<file path="src/hw/rtl/brfs_pkg.sv">
// Package for the byte ring FIFO with search.
// Holds payload structs, command and status codes, FSM states and cell control type.
// No dependencies.
package brfs_pkg;

    localparam int MAX_SLOTS_DEF = 64;
    localparam int LEN_W         = 8;
    localparam int CFG_W         = 7;

    localparam logic [3:0] CMD_PUSH        = 4'd0;
    localparam logic [3:0] CMD_POP         = 4'd1;
    localparam logic [3:0] CMD_PEEK        = 4'd2;
    localparam logic [3:0] CMD_SEARCH      = 4'd3;
    localparam logic [3:0] CMD_SEARCH_CRLF = 4'd4;
    localparam logic [3:0] CMD_DROP_ONE    = 4'd5;
    localparam logic [3:0] CMD_ADVANCE     = 4'd6;
    localparam logic [3:0] CMD_DROP_CR     = 4'd7;
    localparam logic [3:0] CMD_DROP_CRLF   = 4'd8;
    localparam logic [3:0] CMD_EMPTY       = 4'd9;

    localparam logic [1:0] ST_OK        = 2'd0;
    localparam logic [1:0] ST_FULL      = 2'd1;
    localparam logic [1:0] ST_EMPTYBUF  = 2'd2;
    localparam logic [1:0] ST_NOT_FOUND = 2'd3;

    localparam logic [7:0] CH_CR     = 8'h0D;
    localparam logic [7:0] CH_LF     = 8'h0A;
    localparam logic [7:0] NOT_FOUND = 8'hFF;

    typedef enum logic [1:0] {
        S_IDLE,
        S_SCAN,
        S_SHIFT,
        S_FIN
    } state_t;

    typedef struct packed {
        logic [3:0] command;
        logic [7:0] data_byte;
        logic [7:0] position;
    } in_item_t;

    typedef struct packed {
        logic [1:0] status;
        logic [7:0] read_byte;
        logic [7:0] found_position;
        logic [5:0] fill_count;
        logic [5:0] free_count;
    } out_item_t;

    typedef struct packed {
        logic       shift;
        logic       write;
        logic [7:0] wr_byte;
        logic [7:0] key;
    } cell_ctrl_t;

endpackage

</file>
<file path="src/hw/rtl/brfs_cell.sv">
// One byte cell of the FIFO chain: holds the byte at one relative position.
// Takes the written byte when selected, else loads from its upper neighbor on a shift; flags key and LF matches.
// Depends on brfs_pkg.
module brfs_cell (
    input  logic                aclk,
    input  brfs_pkg::cell_ctrl_t ctrl,
    input  logic                wr_sel,
    input  logic [7:0]          nb_byte,
    output logic [7:0]          byte_out,
    output logic                key_hit,
    output logic                lf_hit
);
    import brfs_pkg::*;

    logic [7:0] byte_reg;

    always_ff @(posedge aclk) begin
        if (ctrl.write && wr_sel) begin
            byte_reg <= ctrl.wr_byte;
        end else if (ctrl.shift) begin
            byte_reg <= nb_byte;
        end
    end

    assign byte_out = byte_reg;
    assign key_hit  = (byte_reg == ctrl.key);
    assign lf_hit   = (byte_reg == CH_LF);

endmodule

</file>
<file path="src/hw/rtl/byte_ring_fifo_with_search.sv">
// Byte ring FIFO with peek and search, built as a chain of byte cells (head at cell 0).
// Push, pop, peek, drop one and empty go straight from idle to the result state; searches scan
// the positions in turn (up to fill), advances and drops shift out one byte at a time.
// One command at a time: a new command is taken only once the last result is issued.
// Reset (aresetn, synchronous): buffer empty, buffer_length = min(64, MAX_SLOTS).
module byte_ring_fifo_with_search #(
    parameter int MAX_SLOTS = brfs_pkg::MAX_SLOTS_DEF
) (
    input  logic               aclk,
    input  logic               aresetn,
    input  logic               s_valid,
    output logic               s_ready,
    input  brfs_pkg::in_item_t s_data,
    output logic               m_valid,
    input  logic               m_ready,
    output brfs_pkg::out_item_t m_data,
    input  logic               cfg_valid,
    output logic               cfg_ready,
    input  logic [6:0]         cfg_data
);
    import brfs_pkg::*;

    localparam int IW = (MAX_SLOTS > 2) ? $clog2(MAX_SLOTS) : 1;
    localparam logic [LEN_W-1:0] MAX_L = LEN_W'(MAX_SLOTS);
    localparam logic [LEN_W-1:0] LEN_RST = (MAX_SLOTS < 64) ? MAX_L : LEN_W'(64);

    state_t            state_reg, state_next;
    logic [LEN_W-1:0]  len_reg, len_next;
    logic [IW-1:0]     fill_reg, fill_next;
    logic [IW-1:0]     idx_reg, idx_next;
    logic [IW-1:0]     lim_reg, lim_next;
    logic [IW-1:0]     cnt_reg, cnt_next;
    logic [3:0]        cmd_reg, cmd_next;
    logic [1:0]        sts_reg, sts_next;
    logic [7:0]        rb_reg, rb_next;
    logic [7:0]        fp_reg, fp_next;
    logic              mv_reg, mv_next;
    out_item_t         md_reg, md_next;

    cell_ctrl_t        ctrl;
    logic [7:0]        key_reg, key_next;
    logic [7:0]        cell_byte [MAX_SLOTS];
    logic [MAX_SLOTS-1:0] key_vec, lf_vec;

    logic              s_xfer, cfg_xfer, empty, full, lf_ok;
    logic [8:0]        pos9, fill9;
    logic [IW-1:0]     pos_min, idx_p1;
    logic [LEN_W-1:0]  cfg_len;

    genvar g;
    generate
        for (g = 0; g < MAX_SLOTS; g++) begin : g_cell
            brfs_cell u_cell (
                .aclk    (aclk),
                .ctrl    (ctrl),
                .wr_sel  (fill_reg == IW'(g)),
                .nb_byte ((g == MAX_SLOTS - 1) ? cell_byte[g] : cell_byte[(g + 1) % MAX_SLOTS]),
                .byte_out(cell_byte[g]),
                .key_hit (key_vec[g]),
                .lf_hit  (lf_vec[g])
            );
        end
    endgenerate

    assign cfg_ready = (state_reg == S_IDLE);
    assign s_ready   = (state_reg == S_IDLE) && !cfg_valid;
    assign s_xfer    = s_valid && s_ready;
    assign cfg_xfer  = cfg_valid && cfg_ready;
    assign m_valid   = mv_reg;
    assign m_data    = md_reg;

    assign empty   = (fill_reg == '0);
    assign full    = ((LEN_W'(fill_reg) + LEN_W'(1)) == len_reg);
    assign pos9    = {1'b0, s_data.position};
    assign fill9   = 9'(fill_reg);
    assign pos_min = (pos9 < fill9) ? IW'(s_data.position) : fill_reg;
    assign idx_p1  = idx_reg + IW'(1);
    assign lf_ok   = ((9'(idx_reg) + 9'd1) < fill9) && lf_vec[idx_p1];
    assign cfg_len = (cfg_data < 7'd2) ? LEN_W'(2) :
                     ((LEN_W'(cfg_data) > MAX_L) ? MAX_L : LEN_W'(cfg_data));

    always_ff @(posedge aclk) begin
        if (!aresetn) begin
            state_reg <= S_IDLE;
            len_reg   <= LEN_RST;
            fill_reg  <= '0;
            mv_reg    <= 1'b0;
        end else begin
            state_reg <= state_next;
            len_reg   <= len_next;
            fill_reg  <= fill_next;
            mv_reg    <= mv_next;
        end
    end

    always_ff @(posedge aclk) begin
        idx_reg <= idx_next;
        lim_reg <= lim_next;
        cnt_reg <= cnt_next;
        cmd_reg <= cmd_next;
        sts_reg <= sts_next;
        rb_reg  <= rb_next;
        fp_reg  <= fp_next;
        key_reg <= key_next;
        md_reg  <= md_next;
    end

    always_comb begin
        state_next   = state_reg;
        len_next     = len_reg;
        fill_next    = fill_reg;
        idx_next     = idx_reg;
        lim_next     = lim_reg;
        cnt_next     = cnt_reg;
        cmd_next     = cmd_reg;
        sts_next     = sts_reg;
        rb_next      = rb_reg;
        fp_next      = fp_reg;
        key_next     = key_reg;
        mv_next      = mv_reg && !m_ready;
        md_next      = md_reg;
        ctrl.shift   = 1'b0;
        ctrl.write   = 1'b0;
        ctrl.wr_byte = s_data.data_byte;
        ctrl.key     = key_reg;

        case (state_reg)
            S_IDLE: begin
                if (cfg_xfer) begin
                    len_next  = cfg_len;
                    fill_next = '0;
                end else if (s_xfer) begin
                    cmd_next   = s_data.command;
                    sts_next   = ST_OK;
                    rb_next    = 8'd0;
                    fp_next    = NOT_FOUND;
                    idx_next   = '0;
                    key_next   = CH_CR;
                    lim_next   = fill_reg;
                    state_next = S_FIN;
                    case (s_data.command)
                        CMD_PUSH: begin
                            if (full) begin
                                sts_next = ST_FULL;
                            end else begin
                                ctrl.write = 1'b1;
                                fill_next  = fill_reg + IW'(1);
                            end
                        end
                        CMD_POP: begin
                            if (empty) begin
                                sts_next = ST_EMPTYBUF;
                            end else begin
                                rb_next    = cell_byte[0];
                                ctrl.shift = 1'b1;
                                fill_next  = fill_reg - IW'(1);
                            end
                        end
                        CMD_PEEK: begin
                            if (empty) begin
                                sts_next = ST_EMPTYBUF;
                            end else if (!(pos9 < fill9)) begin
                                sts_next = ST_NOT_FOUND;
                            end else begin
                                rb_next = cell_byte[IW'(s_data.position)];
                            end
                        end
                        CMD_SEARCH: begin
                            if (empty) begin
                                sts_next = ST_EMPTYBUF;
                            end else begin
                                key_next   = s_data.data_byte;
                                lim_next   = pos_min;
                                state_next = S_SCAN;
                            end
                        end
                        CMD_SEARCH_CRLF, CMD_DROP_CR, CMD_DROP_CRLF: begin
                            if (empty) begin
                                sts_next = ST_EMPTYBUF;
                            end else begin
                                state_next = S_SCAN;
                            end
                        end
                        CMD_DROP_ONE: begin
                            if (empty) begin
                                sts_next = ST_EMPTYBUF;
                            end else begin
                                ctrl.shift = 1'b1;
                                fill_next  = fill_reg - IW'(1);
                            end
                        end
                        CMD_ADVANCE: begin
                            if (empty) begin
                                sts_next = ST_EMPTYBUF;
                            end else if (pos_min != '0) begin
                                cnt_next   = pos_min;
                                state_next = S_SHIFT;
                            end
                        end
                        CMD_EMPTY: begin
                            fill_next = '0;
                        end
                        default: begin
                            sts_next = ST_NOT_FOUND;
                        end
                    endcase
                end
            end
            S_SCAN: begin
                if (idx_reg == lim_reg) begin
                    sts_next   = ST_NOT_FOUND;
                    state_next = S_FIN;
                end else if (key_vec[idx_reg]) begin
                    state_next = S_FIN;
                    case (cmd_reg)
                        CMD_SEARCH: begin
                            fp_next = 8'(idx_reg);
                        end
                        CMD_DROP_CR: begin
                            fp_next    = 8'(idx_reg);
                            cnt_next   = idx_p1;
                            state_next = S_SHIFT;
                        end
                        CMD_SEARCH_CRLF, CMD_DROP_CRLF: begin
                            if (lf_ok) begin
                                fp_next = 8'(idx_reg);
                                if (cmd_reg == CMD_DROP_CRLF) begin
                                    cnt_next   = idx_reg + IW'(2);
                                    state_next = S_SHIFT;
                                end
                            end else begin
                                sts_next = ST_NOT_FOUND;
                            end
                        end
                        default: begin
                            sts_next = ST_NOT_FOUND;
                        end
                    endcase
                end else begin
                    idx_next = idx_p1;
                end
            end
            S_SHIFT: begin
                // one byte leaves the head per cycle
                ctrl.shift = 1'b1;
                fill_next  = fill_reg - IW'(1);
                cnt_next   = cnt_reg - IW'(1);
                if (cnt_reg == IW'(1)) begin
                    state_next = S_FIN;
                end
            end
            S_FIN: begin
                if (!mv_reg || m_ready) begin
                    mv_next               = 1'b1;
                    md_next.status        = sts_reg;
                    md_next.read_byte     = rb_reg;
                    md_next.found_position = fp_reg;
                    md_next.fill_count    = 6'(fill_reg);
                    md_next.free_count    = 6'(len_reg - LEN_W'(1) - LEN_W'(fill_reg));
                    state_next            = S_IDLE;
                end
            end
            default: begin
                state_next = S_IDLE;
            end
        endcase
    end

    a_fill_cap: assert property (@(posedge aclk) disable iff (!aresetn)
        (LEN_W'(fill_reg) < len_reg))
        else $error("fill count reached buffer length");

    a_shift_nonempty: assert property (@(posedge aclk) disable iff (!aresetn)
        (state_reg == S_SHIFT) |-> (cnt_reg != '0) && (fill_reg != '0))
        else $error("shift with nothing left to drop");

    a_scan_bound: assert property (@(posedge aclk) disable iff (!aresetn)
        (state_reg == S_SCAN) |-> (idx_reg <= lim_reg) && (lim_reg <= fill_reg))
        else $error("scan index past its limit");

endmodule

</file>
<file path="config.mk">
export PLATFORM = sky130hd
export DESIGN_NAME = byte_ring_fifo_with_search
export DESIGN_NICKNAME = d
export VERILOG_FILES = /design/src/hw/rtl/brfs_pkg.sv /design/src/hw/rtl/brfs_cell.sv /design/src/hw/rtl/byte_ring_fifo_with_search.sv
export SDC_FILE = /design/constraint.sdc
export NUM_CORES = 1
export LEC_CHECK = 0
export ABC_CLOCK_PERIOD_IN_PS = 4330
export BUFFER_PORTS_ARGS = -buffer_cell sky130_fd_sc_hd__buf_2
export CAP_MARGIN = 20
export CELL_PAD_IN_SITES_DETAIL_PLACEMENT = 1
export CELL_PAD_IN_SITES_GLOBAL_PLACEMENT = 2
export CORE_MARGIN = 2
export CORE_UTILIZATION = 46
export CTS_CLUSTER_SIZE = 30
export DETAILED_ROUTE_END_ITERATION = 7
export MAX_ROUTING_LAYER = met4
export PLACE_DENSITY = 0.84
export SYNTH_ARGS = -nofsm -noshare
export SYNTH_HDL_FRONTEND = slang
export SYNTH_SLANG_ARGS = --single-unit
</file>
<file path="constraint.sdc">
create_clock -name aclk -period 4.33 [get_ports aclk]
set_input_delay 0.866 -clock aclk [delete_from_list [all_inputs] [get_ports aclk]]
set_output_delay 0.866 -clock aclk [all_outputs]
set_load 0.1 [all_outputs]
</file>
==> impl_metrics.xml <==
<?xml version="1.0" encoding="UTF-8"?>
<metrics>
  <group name="outcome">
    <metric name="outcome" unit="">finished, final reports clean</metric>
  </group>
  <group name="die">
    <metric name="placement_rows" unit="">107</metric>
    <metric name="fp.coreArea" unit="mm^2">0.0849</metric>
    <metric name="io-pin-count" unit="">65</metric>
    <metric name="die_height" unit="um">296</metric>
    <metric name="fp.dieArea" unit="mm^2">0.0878</metric>
    <metric name="die_x" unit="um">296</metric>
    <metric name="effective_utilization_at_floorplan" unit="%">46.3</metric>
  </group>
  <group name="setup_path">
    <metric name="capturing_point_of_the_worst_reg2reg_path" unit="">cnt_reg[5]</metric>
    <metric name="worst_r2r_path_depth" unit="">10</metric>
    <metric name="cp_data_arrival_time" unit="ps">4430</metric>
    <metric name="rr_startpoint" unit="">idx_reg[0]</metric>
    <metric name="cp_common_cell" unit="">buf_4</metric>
    <metric name="timing.critical_path.slowest_cell_delay" unit="ps">630</metric>
    <metric name="crit_type" unit="">flop to flop</metric>
    <metric name="regToRegSetupSlack" unit="ps">240</metric>
    <metric name="cell_at_the_slowest_stage_of_the_critical_path" unit="">o311ai_0</metric>
    <metric name="critical_path_peak_fanout" unit="">17</metric>
    <metric name="timing.critical_path.buf_inv" unit="">2</metric>
    <metric name="crit_path_end_kind" unit="">flop</metric>
    <metric name="cp-start-kind" unit="">flop</metric>
    <metric name="cp.required" unit="ps">4680</metric>
    <metric name="timing.critical_path.cells" unit="">ha_2, buf_4, o311ai_0, o22ai_1, a21oi_1, and4_1, a21boi_1, o21a_1, nor4_1, buf_4</metric>
    <metric name="critical-path-top-delay-family" unit="">compound AO/OA/AOI/OAI gates</metric>
  </group>
  <group name="clock_network">
    <metric name="ctsHtreeMaxLevel" unit="">3</metric>
    <metric name="hold_buffers" unit="">0</metric>
    <metric name="clkSinkCount" unit="">604</metric>
    <metric name="clock_tree.root_cell" unit="">clkbuf_16</metric>
    <metric name="cts_tree" unit="">built</metric>
    <metric name="clk_path_buf_depth" unit="">3</metric>
    <metric name="cts_made_buffers" unit="">73</metric>
    <metric name="cts.clk_slew.worst_paths" unit="ps">60</metric>
    <metric name="clk-insertion-delay-late" unit="ps">650</metric>
  </group>
  <group name="finish">
    <metric name="finish.net_count" unit="">3107</metric>
    <metric name="largest_reg_flops" unit="">512</metric>
    <metric name="area_growth_syn_to_layout" unit="%">11.5</metric>
    <metric name="layout.core_utilization" unit="%">51.6</metric>
    <metric name="layout-drive-gt1-share" unit="%">25.5</metric>
  </group>
  <group name="yosys">
    <metric name="cell_area_synth" unit="mm^2">0.0393</metric>
    <metric name="yosys.area_share.adder" unit="%">0.943</metric>
    <metric name="synth_top_family_by_area" unit="">multiplexers</metric>
    <metric name="synthDistinctLibCells" unit="">83</metric>
    <metric name="synth_seq_area_share" unit="%">45.8</metric>
    <metric name="muxShareOfSynthArea" unit="%">24.3</metric>
    <metric name="syn_inst" unit="">3007</metric>
    <metric name="synth_xor_xnor_area_share" unit="%">12.3</metric>
    <metric name="async_reset_ff_share" unit="%">0</metric>
    <metric name="synth-main-ff-cell" unit="">edfxtp_1</metric>
    <metric name="synth-warning-count" unit="">0</metric>
    <metric name="syn_area_per_cell" unit="um^2">13.1</metric>
    <metric name="synthesis.nets" unit="">3068</metric>
    <metric name="synth_edf_count" unit="">588</metric>
    <metric name="ys_ff_latch" unit="">604</metric>
    <metric name="synth_simple_gate_area_share" unit="%">10.9</metric>
    <metric name="fraction_of_the_mapped_netlist_area_in_compound_gates" unit="%">3.03</metric>
  </group>
  <group name="timing">
    <metric name="setup-tns-final" unit="ps">0</metric>
    <metric name="max_clock_freq" unit="MHz">245</metric>
    <metric name="rsz0062_at_grt" unit="">no</metric>
    <metric name="timing.final.crit_period" unit="ps">4090</metric>
    <metric name="worst_pin_slew" unit="ps">1210</metric>
    <metric name="timing.clock.skew" unit="ps">35.3</metric>
    <metric name="timing.final.hold_violations" unit="">0</metric>
    <metric name="setup_violations" unit="">0</metric>
    <metric name="min_period_over_period" unit="%">94.3</metric>
    <metric name="drv_slew" unit="">0</metric>
    <metric name="max_slew_margin" unit="%">19.2</metric>
  </group>
  <group name="global_routing">
    <metric name="groute.usage.overall" unit="%">36.9</metric>
    <metric name="grt_start_max_net_pins" unit="">68</metric>
    <metric name="grt_antenna_before_repair" unit="">6</metric>
    <metric name="vias_in_the_first_global_route" unit="">30200</metric>
    <metric name="grt_overflow" unit="">0</metric>
    <metric name="grt_first_pass_wirelength" unit="um">225000</metric>
  </group>
  <group name="route">
    <metric name="vias" unit="">29500</metric>
    <metric name="wire_per_inst" unit="um">37.0</metric>
    <metric name="antenna_left" unit="">0</metric>
    <metric name="routed_wl" unit="um">157000</metric>
    <metric name="first_drt_pass_iteration_count" unit="">5</metric>
    <metric name="drc" unit="">0</metric>
    <metric name="vias_per_cell" unit="">6.93</metric>
    <metric name="first_iter_violations" unit="">3337</metric>
  </group>
  <group name="power">
    <metric name="ir_drop" unit="uV">397</metric>
    <metric name="post-layout-total-power" unit="W">0.0267</metric>
    <metric name="pwr_cell_area" unit="mW/mm^2">609</metric>
    <metric name="power_leakage" unit="nW">14.7</metric>
  </group>
  <group name="hold_path">
    <metric name="min_path_type" unit="">flop to flop</metric>
    <metric name="hold_path_end" unit="">m_data[28]</metric>
    <metric name="hold_path_depth" unit="">0</metric>
    <metric name="hold_path.startpoint" unit="">sts_reg[0]</metric>
  </group>
  <group name="place">
    <metric name="port_buffer_count" unit="">64</metric>
    <metric name="place_congestion" unit="">0.979</metric>
    <metric name="place.detailed.hpwl" unit="um">109000</metric>
  </group>
  <group name="run">
    <metric name="max_cap_viol_count" unit="">0</metric>
  </group>
</metrics>
-- cell type report --
type / count / area (um^2)
clock buffers: 86 / 1980
diodes: 7 / 17.5
well taps: 1144 / 1430
clock inverters: 46 / 423
fillers: 8440 / 41100
inverters: 26 / 97.6
multi-input cells: 2158 / 20300
flip-flops and latches: 604 / 18000
repair buffers: 183 / 1580
-- synth_stat cells (6+ instances only) --
cell type  instances  share of area [%]
nor4_1           108                1.7
nor2b_1            7               0.11
clkbuf_1         115                1.1
o211ai_1           8               0.15
edfxtp_1         588                 45
mux2i_1            9               0.23
buf_1             27               0.26
nor3_1            53               0.68
a31oi_1           16               0.25
and2_1             9               0.14
a22oi_1            7               0.13
inv_1             23               0.22
xnor2_1          363                8.1
buf_2             67               0.85
ha_1              28               0.89
nand3_1           85                1.1
mux2_1           236                6.8
nor4bb_1          53                1.4
nand2_2           15               0.24
and3_1            17               0.27
buf_4              7               0.13
nand3_2            7               0.18
mux2_2           269                7.7
nor2_1            51               0.49
nor4b_1            8               0.18
o21ai_0           27               0.34
nand4_1           96                1.5
nand2b_1          20               0.32
o22ai_1            8               0.13
mux4_2           168                9.6
xor2_1           182                4.1
nand4b_1          14               0.31
nand2_4           15               0.43
o31ai_1            6               0.11
nand2_1          143                1.4
dfxtp_1           16               0.82
a21oi_1           35               0.45
-- what timing repair did --
item,CTS,global route
setup buffers,0,0
endpoints found under the setup margin,0,13
endpoints found under the hold margin,0,0
gates resized for setup,0,3
-- metal layers --
layer  track usage (%)  part of all wire (%)  vias to the layer above
met5                 -                     0                        -
met4              19.3                   6.2                        0
met3              6.75                   9.3                      519
met2              56.2                    46                     1869
met1              47.2                    39                    15300
li1                  -                     -                    11700
-- through the flow --
stage / cell area [um^2] / hold slack (ps) / instances / setup WS, ps
finish: 43800 / 421 / 4254 / 245
global route: 43800 / 434 / 4250 / 125
CTS: 43800 / 422 / 4246 / 63.5
detailed placement: 41400 / 406 / 4114 / 107
global placement: 41300 / 402 / 4111 / -25.2
floorplan: 39300 / 400 / 3007 / 60.9
-- cells by family (layout without fill, tap and decap cells) --
group                      after synthesis  in the layout
AOI/OAI and AO/OA                      173            173
xor gates and xnor gates               548            548
adders and majority gates               29             29
buffers and inverters                  245            341
DFF                                    604            604
muxes                                  682            682
other                                    0              7
and+or+nand+nor                        726            726
-- worst reg2reg max path: cells and delay by family, from the launching register on --
kind | cells | cell delay, ps
and+or+nand+nor | 2 | 660
buffers and inverters | 2 | 540
DFF | 1 | 480
adders and majority gates | 1 | 520
AOI/OAI and AO/OA | 5 | 1620
-- cell usage in the layout (no fill, tap or decap), drive strengths merged, types with 9 or more instances in the layout --
cell type	n
edfxtp	588
mux2	505
xnor2	364
xor2	182
buf	181
nand2	173
mux4	168
nor4	108
nand4	96
nand3	92
clkbuf	87
nor3	58
nor4bb	53
nor2	52
a21oi	35
o21ai	30
inv	30
ha	28
clkinv	28
nand2b	20
and3	17
dfxtp	16
a31oi	16
nand4b	14
mux2i	9
and2	9
-- how the worst max path moves through the flow --
stage / slack [ps] / start / depth (start not counted) / endpoint
finish: 240 / idx_reg[0] / 10 / cnt_reg[5]
global route: 130 / idx_reg[0] / 12 / cnt_reg[5]
CTS: 60 / idx_reg[0] / 10 / cnt_reg[4]
detailed placement: 110 / idx_reg[0] / 10 / cnt_reg[4]
global placement: -30 / s_data[16] / 6 / g_cell[51].u_cell.byte_out[6]
floorplan: 60 / state_reg[0] / 12 / g_cell[42].u_cell.byte_out[0]
-- power breakdown --
group	total, W	leakage [nW]	internal, W	switching, W
sequential	0.0113	5.57	0.00886	0.00247
combinational	0.00906	7.97	0.00368	0.00538
clock	0.00632	1.16	0.00365	0.00267
total	0.0267	14.7	0.0162	0.0105
(Power assumes the default switching activity.)
